**config.mk**
```make
export PLATFORM = sky130hd
export DESIGN_NAME = i2c_sensor_register_file_core
export DESIGN_NICKNAME = d
export VERILOG_FILES = /design/src/isrf_pkg.sv /design/src/i2c_sensor_register_file_core.sv /design/src/isrf_bank.sv
export VERILOG_INCLUDE_DIRS = /design/src /design/src/src
export SDC_FILE = /design/constraint.sdc
export NUM_CORES = 1
export LEC_CHECK = 0
export ABC_CLOCK_PERIOD_IN_PS = 5100
export BUFFER_PORTS_ARGS = -buffer_cell sky130_fd_sc_hd__buf_4
export CORE_ASPECT_RATIO = 0.8
export CORE_MARGIN = 2
export CORE_UTILIZATION = 52
export CTS_BUF_LIST = sky130_fd_sc_hd__clkbuf_16
export CTS_CLUSTER_DIAMETER = 60
export CTS_CLUSTER_SIZE = 8
export DETAILED_ROUTE_END_ITERATION = 16
export PLACE_DENSITY = 0.73
export SLEW_MARGIN = 20
export SYNTH_ARGS = -nofsm -noshare
export SYNTH_HDL_FRONTEND = slang
export SYNTH_HIERARCHICAL = 1
export SYNTH_SLANG_ARGS = --single-unit
```
**constraint.sdc**
```tcl
create_clock -name clk -period 5.1 [get_ports clk]
set_input_delay 0.51 -clock clk [delete_from_list [all_inputs] [get_ports clk]]
set_output_delay 0.51 -clock clk [all_outputs]
set_load 0.005 [all_outputs]
```
**src/i2c_sensor_register_file_core_defines.svh**
```systemverilog
// Assertion macros for the I2C sensor register file core.
// Used by the top level only; the including module provides clk and rst_n.
`ifndef I2C_SENSOR_REGISTER_FILE_CORE_DEFINES_SVH
`define I2C_SENSOR_REGISTER_FILE_CORE_DEFINES_SVH

`ifndef SYNTHESIS
`define ISRF_ASSERT(lbl, prop, msg) \
  lbl: assert property (@(posedge clk) disable iff (!rst_n) prop) else $error(msg);
`define ISRF_NEVER(lbl, cond, msg) \
  lbl: assert property (@(posedge clk) disable iff (!rst_n) !(cond)) else $error(msg);
`else
`define ISRF_ASSERT(lbl, prop, msg)
`define ISRF_NEVER(lbl, cond, msg)
`endif

`endif

```
**src/isrf_pkg.sv**
```systemverilog
// Shared types, constants and address decode for the I2C sensor register file.
// No dependencies; used by isrf_bank and i2c_sensor_register_file_core.
`default_nettype none

package isrf_pkg;

  localparam int REGISTER_COUNT = 55;
  localparam int PtrW = 8;
  localparam int IdxW = 6;
  localparam int WrCount = 8;
  localparam int SlotW = 3;

  typedef enum logic [1:0] {
    CMD_SEND    = 2'd0,
    CMD_RECEIVE = 2'd1,
    CMD_FINISH  = 2'd2,
    CMD_NOP     = 2'd3
  } cmd_t;

  localparam logic [7:0] FAULT_BYTE = 8'hFF;

  // register addresses
  localparam logic [IdxW-1:0] ADDR_CYC_FIRST = 6'h04;
  localparam logic [IdxW-1:0] ADDR_CYC_LAST  = 6'h09;
  localparam logic [IdxW-1:0] ADDR_TIMER     = 6'h0B;
  localparam logic [IdxW-1:0] ADDR_CTRL      = 6'h33;
  localparam logic [IdxW-1:0] ADDR_STATUS    = 6'h34;
  localparam logic [IdxW-1:0] ADDR_HANDSHAKE = 6'h35;

  // writable slots
  localparam logic [SlotW-1:0] SLOT_CTRL      = 3'd6;
  localparam logic [SlotW-1:0] SLOT_HANDSHAKE = 3'd7;

  localparam logic [7:0] CYC_DEFAULT       = 8'hC8;
  localparam logic [7:0] TIMER_DEFAULT     = 8'h96;
  localparam logic [7:0] STATUS_DEFAULT    = 8'h80;
  localparam logic [7:0] HANDSHAKE_DEFAULT = 8'h1B;

  typedef struct packed {
    logic              en;
    logic [SlotW-1:0]  slot;
    logic [7:0]        data;
  } bank_wr_t;

  function automatic logic is_writable(input logic [IdxW-1:0] idx);
    return (idx >= ADDR_CYC_FIRST && idx <= ADDR_CYC_LAST) ||
           idx == ADDR_CTRL || idx == ADDR_HANDSHAKE;
  endfunction

  // Map a writable address onto its storage slot
  function automatic logic [SlotW-1:0] slot_of(input logic [IdxW-1:0] idx);
    logic [IdxW-1:0] off;
    off = idx - ADDR_CYC_FIRST;
    if (idx == ADDR_CTRL) begin
      return SLOT_CTRL;
    end else if (idx == ADDR_HANDSHAKE) begin
      return SLOT_HANDSHAKE;
    end else begin
      return off[SlotW-1:0];
    end
  endfunction

  // Reset value of a writable slot: odd cycle-count slots hold the default count
  function automatic logic [7:0] wr_reset(input logic [SlotW-1:0] slot);
    logic [7:0] val;
    case (slot)
      3'd1, 3'd3, 3'd5: val = CYC_DEFAULT;
      SLOT_HANDSHAKE:   val = HANDSHAKE_DEFAULT;
      default:          val = 8'h00;
    endcase
    return val;
  endfunction

  // Fixed contents of the read-only registers
  function automatic logic [7:0] rom_byte(input logic [IdxW-1:0] idx);
    logic [7:0] val;
    case (idx)
      ADDR_TIMER:  val = TIMER_DEFAULT;
      ADDR_STATUS: val = STATUS_DEFAULT;
      default:     val = 8'h00;
    endcase
    return val;
  endfunction

endpackage

`default_nettype wire

```
**src/i2c_sensor_register_file_core.sv**
```systemverilog
// Usage notes:
// Slave-side register file of an I2C magnetometer with an auto-incrementing
// byte pointer. One bus event per input transaction: in_command selects send,
// receive, finish or no-op, in_write_data carries the sent byte.
// Every input transaction yields exactly one result transaction on out_*:
// out_read_data holds the addressed byte for a receive (0xFF with
// out_read_fault set on an invalid or out-of-range pointer), zero otherwise.
// Timing: an accepted item is registered in the input register, its result
// is registered in the output register when that register can take it, and
// out_valid then rises. Pointer and register updates happen in that single
// decode step, so one item per cycle is sustained while out_ready stays high.
// When out_ready is low the result holds, the input register fills and
// in_ready falls; nothing is dropped.
// Reset (rst_n low, synchronous): pipeline empties, pointer becomes invalid,
// registers return to their defaults in the same cycle.
// Depends on isrf_pkg, isrf_bank and the defines header.
`default_nettype none
`include "i2c_sensor_register_file_core_defines.svh"

module i2c_sensor_register_file_core (
  input  wire logic       clk,
  input  wire logic       rst_n,
  input  wire logic       in_valid,
  output logic            in_ready,
  input  wire logic [1:0] in_command,
  input  wire logic [7:0] in_write_data,
  output logic            out_valid,
  input  wire logic       out_ready,
  output logic [7:0]      out_read_data,
  output logic            out_read_fault
);

  logic                           s1_valid_r;
  isrf_pkg::cmd_t                 s1_cmd_r;
  logic [7:0]                     s1_data_r;
  logic                           out_valid_r;
  logic [7:0]                     out_read_data_r;
  logic                           out_read_fault_r;
  logic [isrf_pkg::PtrW-1:0]      ptr_r;
  logic [isrf_pkg::PtrW-1:0]      ptr_nxt;
  logic                           ptr_valid_r;
  logic                           ptr_valid_nxt;
  logic [7:0]                     rdata_nxt;
  logic                           fault_nxt;
  logic                           s1_fire;
  logic                           ptr_in_range;
  logic [isrf_pkg::IdxW-1:0]      idx;
  logic [7:0]                     bank_rd;
  isrf_pkg::bank_wr_t             bank_wr;

  assign s1_fire  = s1_valid_r && (!out_valid_r || out_ready);
  assign in_ready = !s1_valid_r || s1_fire;

  assign ptr_in_range = ptr_r < isrf_pkg::PtrW'(isrf_pkg::REGISTER_COUNT);
  assign idx          = ptr_r[isrf_pkg::IdxW-1:0];

  isrf_bank u_bank (
    .clk     (clk),
    .rst_n   (rst_n),
    .wr      (bank_wr),
    .rd_idx  (idx),
    .rd_data (bank_rd)
  );

  always_comb begin
    ptr_nxt       = ptr_r;
    ptr_valid_nxt = ptr_valid_r;
    rdata_nxt     = 8'h00;
    fault_nxt     = 1'b0;
    bank_wr.en    = 1'b0;
    bank_wr.slot  = isrf_pkg::slot_of(idx);
    bank_wr.data  = s1_data_r;
    case (s1_cmd_r)
      isrf_pkg::CMD_SEND: begin
        if (!ptr_valid_r) begin
          ptr_nxt       = s1_data_r;
          ptr_valid_nxt = 1'b1;
        end else if (ptr_in_range) begin
          // read-only targets drop the data but still advance
          bank_wr.en = s1_fire && isrf_pkg::is_writable(idx);
          ptr_nxt    = ptr_r + isrf_pkg::PtrW'(1);
        end
      end
      isrf_pkg::CMD_RECEIVE: begin
        if (ptr_valid_r && ptr_in_range) begin
          rdata_nxt = bank_rd;
          ptr_nxt   = ptr_r + isrf_pkg::PtrW'(1);
        end else begin
          rdata_nxt = isrf_pkg::FAULT_BYTE;
          fault_nxt = 1'b1;
        end
      end
      isrf_pkg::CMD_FINISH: begin
        ptr_valid_nxt = 1'b0;
      end
      default: begin
      end
    endcase
  end

  // Control state
  always_ff @(posedge clk) begin
    if (!rst_n) begin
      s1_valid_r  <= 1'b0;
      out_valid_r <= 1'b0;
      ptr_r       <= '0;
      ptr_valid_r <= 1'b0;
    end else begin
      if (in_ready) begin
        s1_valid_r <= in_valid;
      end
      if (s1_fire) begin
        out_valid_r <= 1'b1;
        ptr_r       <= ptr_nxt;
        ptr_valid_r <= ptr_valid_nxt;
      end else if (out_ready) begin
        out_valid_r <= 1'b0;
      end
    end
  end

  // Payload
  always_ff @(posedge clk) begin
    if (in_valid && in_ready) begin
      s1_cmd_r  <= isrf_pkg::cmd_t'(in_command);
      s1_data_r <= in_write_data;
    end
    if (s1_fire) begin
      out_read_data_r  <= rdata_nxt;
      out_read_fault_r <= fault_nxt;
    end
  end

  assign out_valid      = out_valid_r;
  assign out_read_data  = out_read_data_r;
  assign out_read_fault = out_read_fault_r;

  `ISRF_ASSERT(a_fault_byte,
    out_valid_r && out_read_fault_r |-> out_read_data_r == isrf_pkg::FAULT_BYTE,
    "fault result without 0xFF data")
  `ISRF_ASSERT(a_finish_clears,
    s1_fire && s1_cmd_r == isrf_pkg::CMD_FINISH |=> !ptr_valid_r,
    "finish did not invalidate pointer")
  `ISRF_ASSERT(a_rx_advance,
    s1_fire && s1_cmd_r == isrf_pkg::CMD_RECEIVE && ptr_valid_r && ptr_in_range
    |=> ptr_r == isrf_pkg::PtrW'($past(ptr_r) + isrf_pkg::PtrW'(1)),
    "receive did not advance pointer")
  `ISRF_NEVER(a_wr_invalid, bank_wr.en && !ptr_valid_r, "register write with invalid pointer")

endmodule

`default_nettype wire

```
**src/isrf_bank.sv**
```systemverilog
// Register bank: flops for the writable registers, constant decode for the rest.
// Depends on isrf_pkg.
`default_nettype none

module isrf_bank (
  input  wire logic                          clk,
  input  wire logic                          rst_n,
  input  wire isrf_pkg::bank_wr_t            wr,
  input  wire logic [isrf_pkg::IdxW-1:0]     rd_idx,
  output logic      [7:0]                    rd_data
);

  logic [7:0] bank_r [isrf_pkg::WrCount];

  always_ff @(posedge clk) begin
    if (!rst_n) begin
      for (int i = 0; i < isrf_pkg::WrCount; i++) begin
        bank_r[i] <= isrf_pkg::wr_reset(isrf_pkg::SlotW'(i));
      end
    end else if (wr.en) begin
      bank_r[wr.slot] <= wr.data;
    end
  end

  always_comb begin
    if (isrf_pkg::is_writable(rd_idx)) begin
      rd_data = bank_r[isrf_pkg::slot_of(rd_idx)];
    end else begin
      rd_data = isrf_pkg::rom_byte(rd_idx);
    end
  end

endmodule

`default_nettype wire
```
* After elaboration in Yosys (flattened, before gate mapping)
Memory sizes are Yosys's and may differ from the RTL's. Cells that the tools add are included.
Storage, ports and cells: flip-flop bits (word level) 30, bits in latches 0, memory bits (writable) 64, bits in read-only memories 0, input bits 14, output and inout port bits 11, logic and storage cells 67, memories 1
Memory list:
- u_bank.bank_r | words 8, bits a word 8, rd ports 1, clocked after Yosys merged registers in 0, wr ports 8, RTL line isrf_bank.sv:13 | logic [7:0] bank_r [isrf_pkg::WrCount];
Operators by class: add/subtract/negate cells 2, multipliers 0, divide/modulo/power cells 0, $lt $le $gt $ge 3, equal/unequal tests 8, shift operators 0, mux-type cells 27, bitwise logic cells 0, reductions and logical operators 18
Operator list (count):
- $mux W8 | 9
- $pmux W8 S2 | 2
- $eq A6 B6 Y1 const B | 3
- $mux W3 | 4
- $mux W1 | 11
- $add A8 B1 Y8 const B | 1
- $lt A8 B6 Y1 const B | 1
- $reduce_or A8 Y1 | 1
- $eq A6 B4 Y1 const B | 1
- $ge A6 B3 Y1 const B | 1
- $le A6 B4 Y1 const B | 1
- $reduce_bool A2 Y1 | 3
- $logic_and A1 B1 Y1 | 5
- $logic_or A1 B1 Y1 | 4
- $reduce_and A4 Y1 | 1
- $ne A3 B3 Y1 const B | 1
- $sub A3 B3 Y3 const B | 1
- $eq A2 B1 Y1 const B | 1
- $eq A2 B2 Y1 const B | 1
- $logic_not A1 Y1 | 2
- $logic_not A2 Y1 | 1
- $ne A2 B2 Y1 const B | 1
- $pmux W1 S2 | 1
- $reduce_and A2 Y1 | 1

* Longest topological paths before layout
depth in word-level cells 13, mapped depth 10, depth with buffers taken out 9

* Hierarchy
The synthesis kept the hierarchy.
By module, submodules not included:
- isrf_bank | times used 1, cells an instance 290, area an instance 3330.7 um^2, seq. area each 1921.8 um^2
- i2c_sensor_register_file_core | times used 1, cells an instance 131, area an instance 1490.2 um^2, seq. area each 790.8 um^2

* Worst setup path before layout
OpenSTA, ideal clock, no wires.
path type reg2reg, start register ptr_r[0] in the netlist's numbering, end memory u_bank.bank_r[7][0], enable pin, library setup time 384 ps, arrival 2636 ps, data required time 4716 ps, path slack 2080 ps, stages on the path, launching flop included 9, buffers on the path 2, period minus slack after synthesis 3020 ps, path through dfxtp_1 -> ha_1 -> a21o_1 -> a31o_2 -> buf_2 -> nor4_1 -> nand3_1 -> clkbuf_1 -> o21ai_0
RTL lines:
- start, declared | RTL line i2c_sensor_register_file_core.sv:39 | logic [isrf_pkg::PtrW-1:0] ptr_r;
- start signal, assigned | RTL line i2c_sensor_register_file_core.sv:114 | ptr_r <= ptr_nxt;
- end, declared | RTL line isrf_bank.sv:13

==> run metrics <==
status complete, no violations; Synth Flop Type edfxtp_1; R2R Setup Slk around 1300 ps; TritonRoute pass-1 iters 7; final slew viol count 0; row count 31; Post-Syn Nets 439; worst-path fanout max 31; hold-fix buffer count after cts 0; crit end category register; RR Startpoint ptr_r[1]$_SDFFE_PN0P_; Synth Area in Compound Gates 16.4%; vias per cell roughly 6.2; WHS Endpoint s1_data_r[5]$_DFFE_PP_; Sw Pwr 0.399 mW; fraction of registers with async set/reset 0%; Fin. Hold Viols 0; gpl congestion between 0.9 and 1; Post-Syn Instances between 400 and 500; vias in the first global route 3,286; Leakage about 1.9 nW; EDFF count, synth 83; Seq cells post-synth 94; post-layout min period 3770 ps; Post-CTS Resized 0; Die Y 90.1 µm; Worst-Margin Slew between 900 and 1000 ps; setup TNS 0 ps; hpwl dp approximately 8 mm; core area 9040 µm²; Post-Synthesis Cell Area 4820 µm²; Tcrit/Tclk final about three quarters; Slew HR approximately 33%; clk_skew approximately 10 ps; Area contributors post-synth edfxtp_1 (52%), and2_1 (7.0%), dfxtp_1 (4.6%); Max Cap Violations 0; Crit Path Category reg -> reg; combinational share of power ~6.5%; sequential power share between 50% and 60%; Ys Warns 6; drt first-iter violations approximately 390; Req. time, crit path ~5100 ps; Cell variety after synth 65; switch share 24.2%; largest net degree at the start of global routing 46; final instance area ~5300 µm²; initial core utilization a little over half; r2r endpoint u_bank/bank_r[1][0]$_SDFFCE_PN0P_; Worst-path clk slew approximately 70 ps; layout cells sized above 1 around 14%; Antenna Nets Post-Route 0; Post-CTS Setup Bufs 0; CTS tree yes; P_int around 1.2 mW; Worst Min Path Start in_write_data[5]; CP arrival between 3000 and 4000 ps; WL/cell roughly 20 µm; DR vias ~3,500; post-synthesis mux area share under 10%; ANT cells 0; Area Growth Syn to Fin 10.7%; Clock Latency Late Sink between 300 and 400 ps; worst vdd ir ~0.2 mV; Clock Sinks 94; Seq/Total Area, Yosys between 50 and 60%; Overall Global Routing Usage 23.5%; Startpoint Class register; gr ovfl total 0; Final setup viols 0; PwrDens ~300 nW/µm²; maximum clock insertion buffer count 2; Die Span X 112 µm; first-pass GRT wire length approximately 18 mm; Hold Crit Depth 1; min-delay worst type in -> reg; RSZ-0062 raised after global routing false; simple-gate share of the synthesized area between 20% and 30%; layout net count 456; reg2reg path depth 8; leading area contributor after synthesis edfxtp_1; Synth Area in Adders ~1.0%; FMAX 266 MHz; Mapped Avg Cell Area ~11 µm²; root buffer cell clkbuf_16; initial antenna violation count 1; dpl cell area around 5000 µm²; routed wire length 11.4 mm; Synth top area share roughly half; Port-buffer cells 24; DRC viols 0; die area roughly 10,000 µm²; XOR/XNOR share of the synthesized area less than 1%; CTS buffer count 9; largest family of logic cells by synthesized area simple AND/OR/NAND/NOR gates; Clock power frac about two fifths; htree depth 3; number of I/O pins 25
## metrics by stage
stage / setup WS, ps / cells / hold WS, ps / total power [mW] / utilization [%]
final: 1330 / 558 / 328 / 1.65 / 59.0
after global placement: 1610 / 542 / 467 / 1.01 / 55.9
after floorplan: 2080 / 421 / 450 / 0.963 / -
after detailed placement: 1430 / 542 / 474 / 1.01 / 55.9
after CTS: 1370 / 558 / 320 / 1.65 / 59.0
after global routing: 1010 / 558 / 317 / 1.70 / 59.0
## final cells by class
cell class | count | area, µm²
Timing Repair Buffer | 27 | 203
Fill cell | 750 | 3700
Sequential cell | 94 | 2710
Clock inverter | 7 | 61.3
Clock buffer | 9 | 225
Multi-Input combinational cell | 298 | 1960
Inverter | 8 | 30.0
Tap cell | 115 | 144
## sequential cells by signal (all words and copies together), names as in the netlist
register	cells
s1_data_r	8
s1_cmd_r	2
ptr_r	8
s1_valid_r	1
u_bank/bank_r	64
out_read_fault	1
out_valid	1
out_read_data	8
ptr_valid_r	1
## synthesized netlist by cell type (3+ instances only)
cell type and count:
edfxtp_1 83, and2_1 54, nor2_1 30, nand2_1 27, a21oi_1 25, o21ai_0 15, nand2b_1 12, or3_1 12
dfxtp_1 11, buf_2 9, nand3_1 9, o21a_1 8, clkbuf_1 7, o311a_1 7, a211oi_1 6, a31oi_1 6
inv_1 6, mux2i_1 6, nor2b_1 5, nor3b_1 5, o32ai_1 5, a311oi_1 4, ha_1 4, mux2_2 4
nor3_1 4, o221a_1 4, buf_6 3, nand3b_1 3, nand4_1 3
## worst max-delay path, cell delays in order, from the launching register on
cell      delay [ps]
dfxtp_1          300
buf_4            220
ha_1             290
a21o_1           260
a31o_2           340
nor4_1           360
nand3_1          540
nor3_1           710
nand2b_1         400
## layout by cell type, fill, tap and decap left out, types with 7 or more instances in the layout
cell       Yosys  final
edfxtp_1      83     83
and2_1        54     54
nor2_1        30     30
nand2_1       27     27
buf_4          1     27
a21oi_1       25     25
nand2b_1      12     12
or3_1         12     12
o21ai_0       15     11
dfxtp_1       11     11
nand3_1        9      9
clkbuf_16      0      9
o21a_1         8      8
o311a_1        7      7
## routing by layer
layer / vias to the layer above / wire [µm] / GRT usage [%]
met5: - / 0 / 0
met4: 0 / 225 / 8.54
met3: 25 / 1130 / 6.68
met2: 155 / 4970 / 34.0
met1: 1667 / 5080 / 33.8
li1: 1625 / - / -
## cell families after synthesis
| family | count (synthesis) |
|---|---|
| AO/OA/AOI/OAI | 104 |
| XOR/XNOR | 1 |
| adder cells (fa/ha/maj) | 4 |
| buffers and inverters | 29 |
| flip-flops | 94 |
| multiplexers | 11 |
| AND/OR/NAND/NOR | 178 |
## worst max-delay path by stage
stage / from / to / slack (ps) / depth (start not counted)
finish: ptr_r[1]$_SDFFE_PN0P_ / u_bank/bank_r[1][0]$_SDFFCE_PN0P_ / 1330 / 8
global route: ptr_r[0]$_SDFFE_PN0P_ / u_bank/bank_r[1][5]$_SDFFCE_PN0P_ / 1010 / 9
global placement: ptr_r[1]$_SDFFE_PN0P_ / u_bank/bank_r[1][5]$_SDFFCE_PN0P_ / 1610 / 8
floorplan: ptr_r[0]$_SDFFE_PN0P_ / u_bank/bank_r[7][0]$_SDFFCE_PN1P_ / 2080 / 8
detailed placement: ptr_r[1]$_SDFFE_PN0P_ / u_bank/bank_r[1][3]$_SDFFCE_PN1P_ / 1430 / 8
CTS: ptr_r[1]$_SDFFE_PN0P_ / u_bank/bank_r[1][0]$_SDFFCE_PN0P_ / 1370 / 8
## power by group through the flow
stage               clock, mW  combinational, mW  sequential (mW)
finish                  0.649              0.107            0.889
global route            0.694              0.117            0.891
CTS                     0.659              0.105            0.889
detailed placement          0              0.104            0.906
global placement            0              0.103            0.905
floorplan                   0             0.0733            0.890
Power figures use the tool's default switching activity.
